$ cat src/sv/vgs_pkg.sv
// Package of shared types and constants for the VEGAS grid sampler.
package vgs_pkg;

  localparam int IN_TDATA_W  = 40;
  localparam int OUT_TDATA_W = 88;

  localparam logic OP_LOAD   = 1'b0;
  localparam logic OP_SAMPLE = 1'b1;

  localparam logic [24:0] ONE_Q24  = 25'h100_0000;
  localparam logic [24:0] HALF_Q24 = 25'h080_0000;
  localparam logic [47:0] W_MAX    = 48'hFFFF_FFFF_FFFF;
  localparam logic [47:0] W_ONE    = 48'h00_0001_00_0000;

  typedef enum logic [2:0] {
    S_IDLE,
    S_FRAC,
    S_READ,
    S_DELTA,
    S_COORD,
    S_MUL,
    S_ACC,
    S_DONE
  } vgs_state_t;

  typedef struct packed {
    logic       load_wr;
    logic       capture;
    logic       calc_frac;
    logic       read_tbl;
    logic       calc_delta;
    logic       calc_coord;
    logic       mul_clear;
    logic       mul_step;
    logic [1:0] mul_sel;
    logic       mul_acc;
    logic       finish;
  } vgs_cmd_t;

  typedef struct packed {
    logic in_is_sample;
    logic out_free;
  } vgs_status_t;

endpackage

$ cat src/sv/vgs_ctrl.sv
// Controller state machine that sequences one sample through the datapath.
module vgs_ctrl
  import vgs_pkg::*;
(
  input  logic        clk,
  input  logic        rst,
  input  logic        s_tvalid,
  output logic        s_tready,
  input  vgs_status_t status,
  output vgs_cmd_t    cmd
);

  vgs_state_t state;
  vgs_state_t state_next;
  logic [1:0] mul_cnt;
  logic [1:0] mul_cnt_next;
  logic       fire;

  assign fire = s_tvalid && s_tready;

  always_ff @(posedge clk) begin
    if (rst) begin
      state   <= S_IDLE;
      mul_cnt <= '0;
    end else begin
      state   <= state_next;
      mul_cnt <= mul_cnt_next;
    end
  end

  always_comb begin
    state_next   = state;
    mul_cnt_next = '0;
    unique case (state)
      S_IDLE: begin
        if (fire && status.in_is_sample) begin
          state_next = S_FRAC;
        end
      end
      S_FRAC:  state_next = S_READ;
      S_READ:  state_next = S_DELTA;
      S_DELTA: state_next = S_COORD;
      S_COORD: state_next = S_MUL;
      S_MUL: begin
        mul_cnt_next = mul_cnt + 2'd1;
        if (mul_cnt == 2'd3) begin
          state_next = S_ACC;
        end
      end
      S_ACC: state_next = S_DONE;
      S_DONE: begin
        if (status.out_free) begin
          state_next = S_IDLE;
        end
      end
      default: state_next = S_IDLE;
    endcase
  end

  always_comb begin
    s_tready       = (state == S_IDLE);
    cmd            = '0;
    cmd.load_wr    = fire && !status.in_is_sample;
    cmd.capture    = fire && status.in_is_sample;
    cmd.calc_frac  = (state == S_FRAC);
    cmd.read_tbl   = (state == S_READ);
    cmd.calc_delta = (state == S_DELTA);
    cmd.calc_coord = (state == S_COORD);
    cmd.mul_clear  = (state == S_COORD);
    cmd.mul_step   = (state == S_MUL);
    cmd.mul_sel    = mul_cnt;
    cmd.mul_acc    = ((state == S_MUL) && (mul_cnt != 2'd0)) || (state == S_ACC);
    cmd.finish     = (state == S_DONE) && status.out_free;
  end

endmodule

$ cat config.mk
export PLATFORM = sky130hd
export DESIGN_NAME = vgs_ctrl
export DESIGN_NICKNAME = d
export VERILOG_FILES = /design/src/sv/vgs_pkg.sv /design/src/sv/vgs_ctrl.sv
export SDC_FILE = /design/constraint.sdc
export NUM_CORES = 1
export LEC_CHECK = 0
export BUFFER_PORTS_ARGS = -buffer_cell sky130_fd_sc_hd__buf_2
export CAP_MARGIN = 20
export CORE_MARGIN = 3
export CORE_UTILIZATION = 25
export DETAILED_ROUTE_END_ITERATION = 10
export PLACE_DENSITY = 0.6
export SYNTH_ARGS = -nofsm -noshare
export SYNTH_HDL_FRONTEND = slang
export SYNTH_SLANG_ARGS = --single-unit
$ cat constraint.sdc
create_clock -name clk -period 1.3 [get_ports clk]
set_input_delay 0.13 -clock clk [delete_from_list [all_inputs] [get_ports clk]]
set_output_delay 0.13 -clock clk [all_outputs]
set_load 0.02 [all_outputs]
==> results.ini <==
[route]
detail_route.first_pass.iterations = 2
drt_iter0_markers = 1
remaining_drc_errors = 0
routed-via-count = 378
antenna_violating_nets_post_route = 0
wl_per_cell_um = 10.4
route.final.wire_length_um = 856
vias_per_cell = 4.61

[layout]
final_layout_size_suffix_gt1_share_pct = 57.4
net_count_reported_at_finish = 76
area.growth.synth_to_final_pct = 73.6
stdcell_count = 82
layout.cells.most_common_list = 10 x buf_4, 9 x buf_2, 5 x nor2_1, 5 x buf_6
antenna_cells_inserted = 0
layout_commonest_cell = buf_4

[worst_setup_path]
cp.required_ns = 1.17
critPathMaxFanout = 7
signal_arrival_time_at_the_worst_endpoint_ns = 1.21
critPathMaxStageDelay_ns = 0.38
worst_setup_path_end_kind = primary output
worstPathCellList = or2b_1 > o21ai_1 > and2_1 > buf_6
cp-start-kind = register
critPathKind = reg2out
critical_path.slowest_cell = dfxtp_4

[cts]
cts_buffers = 3
clock_sinks = 5
cts-htree-levels = 1
ctsRootBufferMaster = clkbuf_4
cts-hold-fix-buffers = 0
max-clock-path-buffers = 2
clock_insertion_delay_worst_skew_ns = 0.25
clkTransAtPathRegs_ns = 0.05
tritoncts = yes

[pwr]
power.sequential.fraction_pct = 36.3
p_sw_share_pct = 31.7
design_power_total_uw = 487
power.share.clock_pct = 37.3
power.net_switching_uw = 155
vdd.ir_drop.worst_uv = 426
power_frac_comb_pct = 26.4
p_leak_nw = 0.275
power_per_cell_area_nw_per_um2 = 847
power_report.internal_total_uw = 333

[placed_design]
dp.cells = 72
detailed_place_hpwl_um = 596
numPortBuffers = 17
gp_routability_congestion = 0.690

[job]
maxCapViolCount = 0

[sta]
finalMaxSlewViolations = 0
max_freq_mhz = 749
slew_headroom_pct = 82.0
final_period_minus_worst_setup_slack_ns = 1.34
worst_slew_pin_slew_ns = 0.268
setup_ws_ns = -0.0351
finClkSkew_ns = 0.00542
rsz_0062_raised_after_global_routing = true
setup_viol_count_final = 1
finalHoldViolations = 0
timing.final.crit_share_pct = 103

[floorplanning]
die_h_um = 42.4
placementRows = 12
core_region_area_um2 = 1170
boundaryPins = 18
design.die.area_um2 = 1800
chip_width_um = 42.4
start_util_pct = 28.3

[synth]
mappedNetlistArea_um2 = 332
synth-seq-cells = 5
synthesis.nets = 50
synthesis.instances = 43
synth.avg_cell_area_um2 = 7.71
distinct_cells_synth = 20
synth_sequential_area_ratio_pct = 30.2
synth-warning-count = 0

[hold_path]
classification_of_the_worst_slack_hold_path = in2reg

[run_status]
status = finished, violations left
violated_checks = negative setup slack

[grt]
grt_max_degree = 9
grt_use_total_pct = 9.70
wire_length_of_the_first_global_routing_pass_mm = 1.28
number_of_antenna_violations_at_the_first_check_in_global_routing = 0
vias_in_the_first_global_route = 322
grt.overflow.total = 0

-- critical path: cells and delay by family (launching register included) --
| family | cells | cell delay (ns) |
|---|---|---|
| buffers and inverters | 1 | 0.11 |
| AND/OR/NAND/NOR | 2 | 0.39 |
| AO/OA/AOI/OAI | 1 | 0.07 |
| flip-flops | 1 | 0.38 |
-- final cells by class --
| type | count | area (um2) |
|---|---|---|
| clock buffers | 3 | 22.5 |
| clock inverters | 1 | 5.00 |
| fillers | 122 | 596 |
| inverters | 5 | 26.3 |
| multi-input cells | 30 | 214 |
| flip-flops and latches | 5 | 114 |
| well taps | 14 | 17.5 |
| repair buffers | 24 | 176 |
-- per-stage QoR --
step / utilization (%) / setup WS, ns / instance area, um2 / TNS, ns / hold slack [ns]
2_1_floorplan: - / -0.00496 / 342 / -0.00496 / 0.199
3_3_place_gp: 36.5 / 0.0949 / 428 / 0 / 0.388
3_5_place_dp: 36.5 / 0.0621 / 428 / 0 / 0.399
4_1_cts: 42.9 / -0.0370 / 503 / -0.0433 / 0.129
5_1_grt: 49.1 / -0.104 / 576 / -0.338 / 0.129
6_report: 49.1 / -0.0351 / 576 / -0.0351 / 0.134
-- flip-flops by register name, indices dropped and copies added, names as in the netlist --
| signal | count |
|---|---|
| state | 3 |
| mul_cnt | 2 |
-- per-layer routing --
metal / routed length, um / vias to the layer above / share of wire (%) / global-route usage (%)
met3: 50 / 2 / 5.8 / 5.58
met1: 385 / 171 / 45 / 11.8
met4: 8 / 0 / 0.93 / 5.59
met2: 411 / 15 / 48 / 13.1
li1: - / 190 / - / -
met5: 0 / - / 0 / 0
-- cell families (layout without fill, tap and decap cells) --
family	Yosys count	in the layout	synth area share, %
flops	5	5	30.2
compound gates	7	7	15.1
simple gates	20	20	31.3
fa+ha+maj	2	2	7.55
mux	1	1	3.02
buf+inv	8	33	12.8
-- power groups by stage --
stage | logic (mW) | registers [mW] | clock network [mW]
2_1_floorplan | 0.0782 | 0.170 | 0
6_report | 0.129 | 0.177 | 0.182
4_1_cts | 0.113 | 0.175 | 0.190
3_3_place_gp | 0.0980 | 0.179 | 0
3_5_place_dp | 0.0983 | 0.179 | 0
5_1_grt | 0.140 | 0.179 | 0.203
-- cell usage after synthesis --
master     count  area [um2]
nor3_1         3        15.0
nor2b_1        2        12.5
ha_1           2        25.0
nand2_1        4        15.0
buf_2          1        5.00
buf_6          1        11.3
nand2b_1       1        6.26
buf_4          1        7.51
nor3b_2        1        12.5
a2111oi_2      1        15.0
mux2i_1        1        10.0
and2_1         1        6.26
a21oi_1        1        5.00
a211oi_1       2        15.0
o21ai_0        3        15.0
and3_1         1        6.26
nor2_1         6        22.5
or2b_1         1        7.51
inv_1          5        18.8
dfxtp_1        5         100
-- timing repair --
item                       in CTS  in global routing
setup endpoints to repair       6                  9
buffers inserted                3                  4
resized for setup              14                 15
pin swaps                       3                  2
-- path summary, 6_finish.rpt --
path         slack [ns]        from  depth (start not counted)    endpoint
max               -0.04    state[1]                          4      cmd[1]
min                0.13         rst                          2  mul_cnt[1]
max reg2reg        0.13  mul_cnt[0]                          5    state[0]
min reg2reg        0.51  mul_cnt[0]                          2  mul_cnt[0]
Note: power is estimated with default switching activity, not from simulation.
